### src/rtl/core/http_host_packet_filter_assert.svh
// Assertion macros for the packet filter RTL.
`ifndef HTTP_HOST_PACKET_FILTER_ASSERT_SVH
`define HTTP_HOST_PACKET_FILTER_ASSERT_SVH

// Consequent checked in the same cycle as the antecedent.
`define HHPF_ASSERT_NOW(label, clk, rst, ante, cons) \
   label: assert property (@(posedge clk) disable iff (rst) (ante) |-> (cons)) \
      else $error("packet filter assertion failed");

// Consequent checked in the cycle after the antecedent.
`define HHPF_ASSERT_NEXT(label, clk, rst, ante, cons) \
   label: assert property (@(posedge clk) disable iff (rst) (ante) |=> (cons)) \
      else $error("packet filter assertion failed");

`endif

### src/rtl/core/hhpf_pkg.sv
// Shared types and constants of the HTTP host packet filter.
`default_nettype none
package hhpf_pkg;

   localparam int PATTERN_MAX = 32;
   localparam int PAT_IDX_W   = $clog2(PATTERN_MAX);
   localparam int LEN_W       = 6;
   localparam int POS_W       = 16;
   localparam int HDR_W       = 6;
   localparam int START_W     = 7;
   localparam int PORT_W      = 16;
   localparam int ID_W        = 32;
   localparam int CSR_DATA_W  = 64;
   localparam int CSR_IDX_W   = 3;

   // byte offsets relative to the start of the TCP header
   localparam logic [POS_W-1:0]   PORT_HI_OFS    = 16'd2;
   localparam logic [POS_W-1:0]   PORT_LO_OFS    = 16'd3;
   localparam logic [POS_W-1:0]   DATA_OFS_OFS   = 16'd12;
   localparam logic [START_W-1:0] PAYLOAD_MIN_OFS = 7'd13;
   localparam logic [POS_W-1:0]   POS_MAX        = 16'hffff;

   localparam logic [PORT_W-1:0]  MATCH_PORT_RST  = 16'd80;
   localparam logic [LEN_W-1:0]   PAT_LEN_RST     = 6'd1;

   typedef logic [PATTERN_MAX-1:0][7:0] pat_type;

   typedef enum logic [CSR_IDX_W-1:0] {
      CSR_MATCH_PORT     = 3'd0,
      CSR_PATTERN_LENGTH = 3'd1,
      CSR_PATTERN_WORD_A = 3'd2,
      CSR_PATTERN_WORD_B = 3'd3,
      CSR_PATTERN_WORD_C = 3'd4,
      CSR_PATTERN_WORD_D = 3'd5
   } csr_idx_type;

   // per-beat control from the header parser to the payload matcher
   typedef struct packed {
      logic beat;   // input beat accepted
      logic last;   // beat closes the packet
      logic take;   // beat is a payload byte
   } beat_ctl_type;

endpackage
`default_nettype wire

### src/rtl/core/hhpf_parse.sv
// Header parser: byte position, IP/TCP header lengths and port compare.
`default_nettype none
module hhpf_parse
   import hhpf_pkg::*;
(
   input  wire logic              clock,
   input  wire logic              reset,
   input  wire logic              beat,
   input  wire logic              last,
   input  wire logic [7:0]        data,
   input  wire logic [PORT_W-1:0] match_port,
   output beat_ctl_type           ctl,
   output logic                   port_hit
);

   logic [POS_W-1:0] pos_ff,   pos_in;
   logic [HDR_W-1:0] ip_ff,    ip_in;
   logic [HDR_W-1:0] tcp_ff,   tcp_in;
   logic [7:0]       phigh_ff, phigh_in;
   logic             pmatch_ff, pmatch_in;

   logic [HDR_W-1:0]   ip_cur;
   logic [HDR_W-1:0]   tcp_cur;
   logic [POS_W-1:0]   ip_ext;
   logic [START_W-1:0] tcp_min;
   logic [START_W-1:0] start;

   always_comb begin
      ip_cur  = (pos_ff == '0) ? {data[3:0], 2'b00} : ip_ff;
      ip_ext  = POS_W'(ip_cur);
      tcp_cur = (pos_ff == ip_ext + DATA_OFS_OFS) ? {data[7:4], 2'b00} : tcp_ff;
      port_hit = (pos_ff == ip_ext + PORT_LO_OFS) ? ({phigh_ff, data} == match_port)
                                                  : pmatch_ff;
      tcp_min = (START_W'(tcp_cur) < PAYLOAD_MIN_OFS) ? PAYLOAD_MIN_OFS
                                                       : START_W'(tcp_cur);
      start   = START_W'(ip_cur) + tcp_min;
      ctl.beat = beat;
      ctl.last = last;
      ctl.take = beat && (pos_ff >= POS_W'(start));
   end

   always_comb begin
      pos_in    = pos_ff;
      ip_in     = ip_ff;
      tcp_in    = tcp_ff;
      phigh_in  = phigh_ff;
      pmatch_in = pmatch_ff;
      if (beat) begin
         if (last) begin
            pos_in    = '0;
            ip_in     = '0;
            tcp_in    = '0;
            phigh_in  = '0;
            pmatch_in = 1'b0;
         end else begin
            pos_in    = (pos_ff == POS_MAX) ? pos_ff : pos_ff + 1'b1;
            ip_in     = ip_cur;
            tcp_in    = tcp_cur;
            pmatch_in = port_hit;
            if (pos_ff == ip_ext + PORT_HI_OFS) begin
               phigh_in = data;
            end
         end
      end
   end

   always_ff @(posedge clock) begin
      if (reset) begin
         pos_ff    <= '0;
         ip_ff     <= '0;
         tcp_ff    <= '0;
         phigh_ff  <= '0;
         pmatch_ff <= 1'b0;
      end else begin
         pos_ff    <= pos_in;
         ip_ff     <= ip_in;
         tcp_ff    <= tcp_in;
         phigh_ff  <= phigh_in;
         pmatch_ff <= pmatch_in;
      end
   end

endmodule
`default_nettype wire

### src/rtl/core/hhpf_match.sv
// Payload matcher: shift window of recent payload bytes and parallel compare.
`default_nettype none
module hhpf_match
   import hhpf_pkg::*;
(
   input  wire logic             clock,
   input  wire logic             reset,
   input  wire beat_ctl_type     ctl,
   input  wire logic [7:0]       data,
   input  wire pat_type          pattern,
   input  wire logic [LEN_W-1:0] pattern_length,
   output logic                  found
);

   pat_type          win_ff,   win_in;
   logic [LEN_W-1:0] held_ff,  held_in;
   logic             found_ff, found_in;

   pat_type                win_new;
   logic [LEN_W-1:0]       held_new;
   logic [LEN_W-1:0]       len_eff;
   logic [PATTERN_MAX-1:0] eq;
   logic [LEN_W-1:0]       idx;
   logic                   hit;

   always_comb begin
      if (pattern_length == '0) begin
         len_eff = LEN_W'(1);
      end else if (pattern_length > LEN_W'(PATTERN_MAX)) begin
         len_eff = LEN_W'(PATTERN_MAX);
      end else begin
         len_eff = pattern_length;
      end

      // newest byte lands in slot 0
      win_new  = ctl.take ? {win_ff[PATTERN_MAX-2:0], data} : win_ff;
      held_new = held_ff;
      if (ctl.take && (held_ff < LEN_W'(PATTERN_MAX))) begin
         held_new = held_ff + 1'b1;
      end

      // slot k holds the byte that pairs with pattern byte len-1-k
      idx = '0;
      for (int k = 0; k < PATTERN_MAX; k++) begin
         idx   = len_eff - LEN_W'(k) - 1'b1;
         eq[k] = (LEN_W'(k) >= len_eff) || (win_new[k] == pattern[idx[PAT_IDX_W-1:0]]);
      end

      hit   = ctl.take && (held_new >= len_eff) && (&eq);
      found = found_ff || hit;
   end

   always_comb begin
      win_in   = win_ff;
      held_in  = held_ff;
      found_in = found_ff;
      if (ctl.beat) begin
         if (ctl.last) begin
            win_in   = '0;
            held_in  = '0;
            found_in = 1'b0;
         end else begin
            win_in   = win_new;
            held_in  = held_new;
            found_in = found;
         end
      end
   end

   always_ff @(posedge clock) begin
      if (reset) begin
         held_ff  <= '0;
         found_ff <= 1'b0;
      end else begin
         held_ff  <= held_in;
         found_ff <= found_in;
      end
   end

   // window contents are gated by held_ff, no reset needed
   always_ff @(posedge clock) begin
      win_ff <= win_in;
   end

endmodule
`default_nettype wire

### src/rtl/core/http_host_packet_filter.sv
// HTTP host packet filter top level: config registers, parser, matcher, verdict register.
//
// Takes an IPv4 packet one byte per beat, starting at the IP header, and gives one verdict
// beat on the packet's last byte: drop=1 when the TCP destination port equals match_port
// and the configured pattern (1 to 32 bytes) appears entirely inside the TCP payload,
// drop=0 otherwise (short packets are accepted). One byte is taken every cycle; the header
// parse, the window shift and the 32-byte parallel compare are all combinational between
// the per-packet state registers, and the verdict is registered and comes out in the cycle
// after the last byte. The input stalls only while a verdict is held and not taken.
// Registers are written through csr_* and must only change between packets.
`default_nettype none
`include "http_host_packet_filter_assert.svh"
module http_host_packet_filter
   import hhpf_pkg::*;
(
   input  wire logic                  clock,
   input  wire logic                  reset,
   // config write port
   input  wire logic                  csr_we,
   input  wire logic [CSR_IDX_W-1:0]  csr_index,
   input  wire logic [CSR_DATA_W-1:0] csr_wdata,
   // packet byte stream
   input  wire logic                  req_tvalid,
   output logic                       req_tready,
   input  wire logic [39:0]           req_tdata,   // packet_byte[7:0], queue_id[39:8]
   input  wire logic                  req_tlast,   // end_of_packet
   // verdict stream
   output logic                       rsp_tvalid,
   input  wire logic                  rsp_tready,
   output logic [39:0]                rsp_tdata    // drop[0], verdict_id[32:1], zero[39:33]
);

   logic [PORT_W-1:0]     port_ff;
   logic [LEN_W-1:0]      len_ff;
   logic [CSR_DATA_W-1:0] word_a_ff, word_b_ff, word_c_ff, word_d_ff;

   logic            rsp_valid_ff, rsp_valid_in;
   logic            drop_ff,      drop_in;
   logic [ID_W-1:0] id_ff,        id_in;

   logic         accept;
   beat_ctl_type ctl;
   logic         port_hit;
   logic         found;
   pat_type      pattern;

   always_ff @(posedge clock) begin
      if (reset) begin
         port_ff   <= MATCH_PORT_RST;
         len_ff    <= PAT_LEN_RST;
         word_a_ff <= '0;
         word_b_ff <= '0;
         word_c_ff <= '0;
         word_d_ff <= '0;
      end else if (csr_we) begin
         unique case (csr_idx_type'(csr_index))
            CSR_MATCH_PORT:     port_ff   <= csr_wdata[PORT_W-1:0];
            CSR_PATTERN_LENGTH: len_ff    <= csr_wdata[LEN_W-1:0];
            CSR_PATTERN_WORD_A: word_a_ff <= csr_wdata;
            CSR_PATTERN_WORD_B: word_b_ff <= csr_wdata;
            CSR_PATTERN_WORD_C: word_c_ff <= csr_wdata;
            CSR_PATTERN_WORD_D: word_d_ff <= csr_wdata;
            default: ;
         endcase
      end
   end

   assign pattern    = {word_d_ff, word_c_ff, word_b_ff, word_a_ff};
   assign req_tready = !rsp_valid_ff || rsp_tready;
   assign accept     = req_tvalid && req_tready;

   hhpf_parse u_parse (
      .clock      (clock),
      .reset      (reset),
      .beat       (accept),
      .last       (req_tlast),
      .data       (req_tdata[7:0]),
      .match_port (port_ff),
      .ctl        (ctl),
      .port_hit   (port_hit)
   );

   hhpf_match u_match (
      .clock          (clock),
      .reset          (reset),
      .ctl            (ctl),
      .data           (req_tdata[7:0]),
      .pattern        (pattern),
      .pattern_length (len_ff),
      .found          (found)
   );

   always_comb begin
      rsp_valid_in = rsp_valid_ff;
      drop_in      = drop_ff;
      id_in        = id_ff;
      if (ctl.beat && ctl.last) begin
         rsp_valid_in = 1'b1;
         drop_in      = port_hit && found;
         id_in        = req_tdata[39:8];
      end else if (rsp_tready) begin
         rsp_valid_in = 1'b0;
      end
   end

   always_ff @(posedge clock) begin
      if (reset) begin
         rsp_valid_ff <= 1'b0;
      end else begin
         rsp_valid_ff <= rsp_valid_in;
      end
   end

   always_ff @(posedge clock) begin
      drop_ff <= drop_in;
      id_ff   <= id_in;
   end

   assign rsp_tvalid = rsp_valid_ff;
   assign rsp_tdata  = {7'd0, id_ff, drop_ff};

   `HHPF_ASSERT_NEXT(a_last_gives_verdict, clock, reset, accept && req_tlast, rsp_tvalid)
   `HHPF_ASSERT_NEXT(a_no_verdict_midpacket, clock, reset, accept && !req_tlast && !rsp_tvalid, !rsp_tvalid)
   `HHPF_ASSERT_NOW(a_verdict_from_last, clock, reset, $rose(rsp_tvalid), $past(accept && req_tlast))

endmodule
`default_nettype wire
### config.mk
export PLATFORM = sky130hd
export DESIGN_NAME = http_host_packet_filter
export DESIGN_NICKNAME = d
export VERILOG_FILES = /design/src/rtl/core/hhpf_pkg.sv /design/src/rtl/core/hhpf_parse.sv /design/src/rtl/core/hhpf_match.sv /design/src/rtl/core/http_host_packet_filter.sv
export VERILOG_INCLUDE_DIRS = /design/src /design/src/rtl/core
export SDC_FILE = /design/constraint.sdc
export NUM_CORES = 2
export LEC_CHECK = 0
export BUFFER_PORTS_ARGS = -buffer_cell sky130_fd_sc_hd__buf_2
export CAP_MARGIN = 20
export CORE_MARGIN = 2
export CORE_UTILIZATION = 40
export CTS_CLUSTER_SIZE = 30
export DETAILED_ROUTE_END_ITERATION = 12
export HOLD_SLACK_MARGIN = 0.1
export PLACE_DENSITY_LB_ADDON = 0.3
export REMOVE_ABC_BUFFERS = 1
export SETUP_SLACK_MARGIN = 0.05
export SYNTH_ARGS = -nofsm -noshare
export SYNTH_HDL_FRONTEND = slang
export SYNTH_HIERARCHICAL = 1
export SYNTH_SLANG_ARGS = --single-unit
### constraint.sdc
create_clock -name clock -period 15.6 [get_ports clock]
set_clock_uncertainty 0.05 [all_clocks]
set_input_delay 1.56 -clock clock [delete_from_list [all_inputs] [get_ports clock]]
set_output_delay 1.56 -clock clock [all_outputs]
set_load 0.01 [all_outputs]
==> flow_metrics.py <==
metrics = {
    "clock_network": {
        "cts-root-buf": "clkbuf_16",
        "htreeDepth": 3,
        "cts_hold_buf": 0,
        "cts_sinks": 612,
        "clkLatencyLatePin_ns": 0.72,
        "cts_setup_buffers": 0,
        "cts.clk_slew.worst_paths_ns": 0.06,
        "cts_buffers": 77,
        "clockBufferDepth": 3,
        "cts_tree": "done",
        "ctsResizeCount": 0,
    },
    "power": {
        "internal-power_mw": 3.23,
        "seq_power_share": 0.380,
        "ir_drop_mv": 0.0871,
        "p_clk_frac": 0.387,
        "switching_power_mw": 1.65,
        "p_per_area_nw_per_um2": 79.5,
        "comb_power_share": 0.233,
        "p_leak_nw": 22.4,
        "swShare": 0.338,
    },
    "route": {
        "ant_nets": 0,
        "drc": 0,
        "routed_wl_um": 316000,
        "drt_pass1_iterations": 8,
        "post_drt_wl_per_cell_um": 39.0,
        "drtIter0Drc": 9472,
        "via_per_inst": 7.03,
        "vias": 57110,
    },
    "synthesis": {
        "synth.distinct_cells": 112,
        "yosysSeqAreaShare": 0.272,
        "syn-cell-area_um2": 55700,
        "ys.flop_type": "dfxtp_1",
        "ys_async_sr_fraction": 0,
        "synth_edf_count": 289,
        "synth-seq-cells": 612,
        "syn_avg_cell_area_um2": 8.78,
        "yosysWarnings": 6,
        "synth_cells": 6350,
    },
    "sta": {
        "max_freq_mhz": 95.2,
        "drv_slew": 0,
        "fin_crit_sh": 0.673,
        "rsz0062_at_grt": "false",
        "tns_ns": 0,
        "fin_crit_ns": 10.50,
        "tightest_slew_ns": 1.49,
        "hold_violations": 0,
        "relSlewSlack": 0.00717,
        "setup_viol": 0,
    },
    "place": {
        "portBuffers": 147,
        "dpl_cell_area_um2": 58400,
        "gp_congestion": 1.10,
        "dp_cells": 7951,
        "place.detailed.hpwl_um": 239000,
    },
    "cells_and_area": {
        "area_delta_synth_final_pct": 9.91,
        "multi_input_area_um2": 38100,
        "layout.nets": 6399,
        "stdcell_area_um2": 61300,
        "final_common_cell": "mux2i_1",
        "instances_no_fill": 8121,
        "fill_cells": 13573,
        "final_cell_mix": "mux2i_1, nor2_1, nand2b_1",
        "drive_gt1_frac": 0.138,
        "ff_latch_area_um2": 15200,
    },
    "worst_setup_path": {
        "critical_path_required_ns": 16.13,
        "end_kind": "flip-flop",
        "cp.buffers_inverters": 3,
        "cp.arrival_ns": 11.03,
        "cpLargestDelayFamily": "simple AND/OR/NAND/NOR gates",
        "max_stage_delay_ns": 1.07,
        "crit_path_top_delay_cell": "nor4_1",
        "crit_type": "reg -> reg",
        "critical_path.max_fanout": 99,
        "critPathLaunchType": "flip-flop",
        "crit_top_cell": "ha_1",
    },
    "floorplan": {
        "io_pins": 155,
        "initial_utilization": 0.404,
        "die-area_um2": 142000,
        "core_um2": 138000,
        "rows": 136,
        "die_w_um": 377,
        "fp.dieH_um": 377,
    },
    "grt": {
        "antenna_found_initial": 12,
        "grt_pass1_wl_um": 429000,
        "grt-ovfl-total": 0,
        "grt_max_degree": 167,
        "grt_usage": 0.428,
        "grt_pass1_vias": 51492,
    },
    "outcome": {
        "status": "finished clean",
    },
    "flow_run": {
        "cap_violations": 0,
    },
    "hold_path": {
        "hp-class": "reg -> reg",
    },
}
==> metal layers <==
metal | share of wire | vias up | track usage
li1 | - | 23911 | -
met1 | 0.39 | 28178 | 0.552
met2 | 0.40 | 4086 | 0.608
met3 | 0.13 | 931 | 0.148
met4 | 0.078 | 4 | 0.269
met5 | 0.00038 | - | 0
==> layout make-up <==
type / instances / area share
Antenna cell: 16 / 0.000654
Sequential cell: 612 / 0.247
Multi-Input combinational cell: 5094 / 0.622
Tap cell: 1794 / 0.0366
Inverter: 66 / 0.00411
Timing Repair Buffer: 399 / 0.0455
Clock inverter: 46 / 0.00831
Clock buffer: 94 / 0.0349
==> per-stage QoR <==
step	util	hold slack (ns)	total power, mW	setup WS (ns)
6_report	0.444	0.419	4.87	5.10
5_1_grt	0.444	0.442	4.98	4.66
4_1_cts	0.443	0.413	4.84	5.15
3_5_place_dp	0.424	0.402	2.96	5.04
3_3_place_gp	0.424	0.412	2.95	5.16
2_1_floorplan	-	0.372	2.52	-18.39
==> cell families (layout without fill, tap and decap cells) <==
group	count (synthesis)	count (layout)	share of synthesized area
flops	612	612	0.272
other cells	1	23	0.0000673
buf+inv	650	605	0.0540
compound gates	1522	1522	0.196
simple gates	1945	1945	0.175
xor+xnor	354	354	0.0558
mux	1230	1230	0.239
fa+ha+maj	36	36	0.00822
==> power groups by stage <==
stage / Combinational, mW / Clock [mW] / Sequential (mW)
after floorplan: 0.664 / 0 / 1.85
after global placement: 1.07 / 0 / 1.88
after detailed placement: 1.08 / 0 / 1.88
after CTS: 1.08 / 1.91 / 1.84
after global routing: 1.16 / 1.96 / 1.85
final: 1.14 / 1.89 / 1.85
==> cells in the mapped netlist, types with 44 or more instances <==
library cell	n	area (um2)
mux2i_1	1071	10700
nor2_1	529	1990
nand2b_1	370	2310
nand2_1	350	1310
dfxtp_1	323	6470
edfxtp_1	289	8680
a21oi_1	280	1400
clkbuf_1	250	938
nor3_1	250	1250
xnor2_1	221	1940
buf_2	216	1080
o21ai_0	208	1040
a22oi_1	135	1010
o22ai_1	133	832
xor2_1	132	1160
nand3_1	114	571
mux2_2	89	1000
o211ai_1	85	638
mux4_2	70	1580
nand4_1	65	407
a221oi_1	64	561
buf_1	60	225
inv_1	59	221
o221ai_1	59	517
a2bb2oi_1	49	429
a31oi_1	48	300
or3_1	47	294
a32oi_1	45	394
o221a_2	44	495
==> worst register-to-register path: cells and delay by family, from the launching register on <==
kind	cells	cell delay, ns
XOR/XNOR	3	0.41
AND/OR/NAND/NOR	11	3.74
adder cells (fa/ha/maj)	5	1.50
flip-flops	1	0.40
AO/OA/AOI/OAI	11	2.71
multiplexers	1	0.77
buffers and inverters	3	0.79
==> sequential cells by signal, indices dropped and copies added (netlist names), 6 cells and up <==
name / count
u_match/win_ff: 256
word_a_ff: 64
word_b_ff: 64
word_c_ff: 64
word_d_ff: 64
id_ff: 32
port_ff: 16
u_parse/pos_ff: 16
u_parse/phigh_ff: 8
len_ff: 6
u_match/held_ff: 6
u_parse/ip_ff: 6
u_parse/tcp_ff: 6
==> final timing paths <==
check                                  from                            end  slack (ns)  depth (start not counted)
min reg2reg   u_match/found_ff$_SDFFE_PP0P_  u_match/found_ff$_SDFFE_PP0P_        0.42                          2
max reg2reg  u_parse/pos_ff[1]$_SDFFE_PP0P_              drop_ff$_DFFE_PP_        5.10                         34
max          u_parse/pos_ff[1]$_SDFFE_PP0P_              drop_ff$_DFFE_PP_        5.10                         34
min           u_match/found_ff$_SDFFE_PP0P_  u_match/found_ff$_SDFFE_PP0P_        0.42                          2
(Power assumes the default switching activity.)
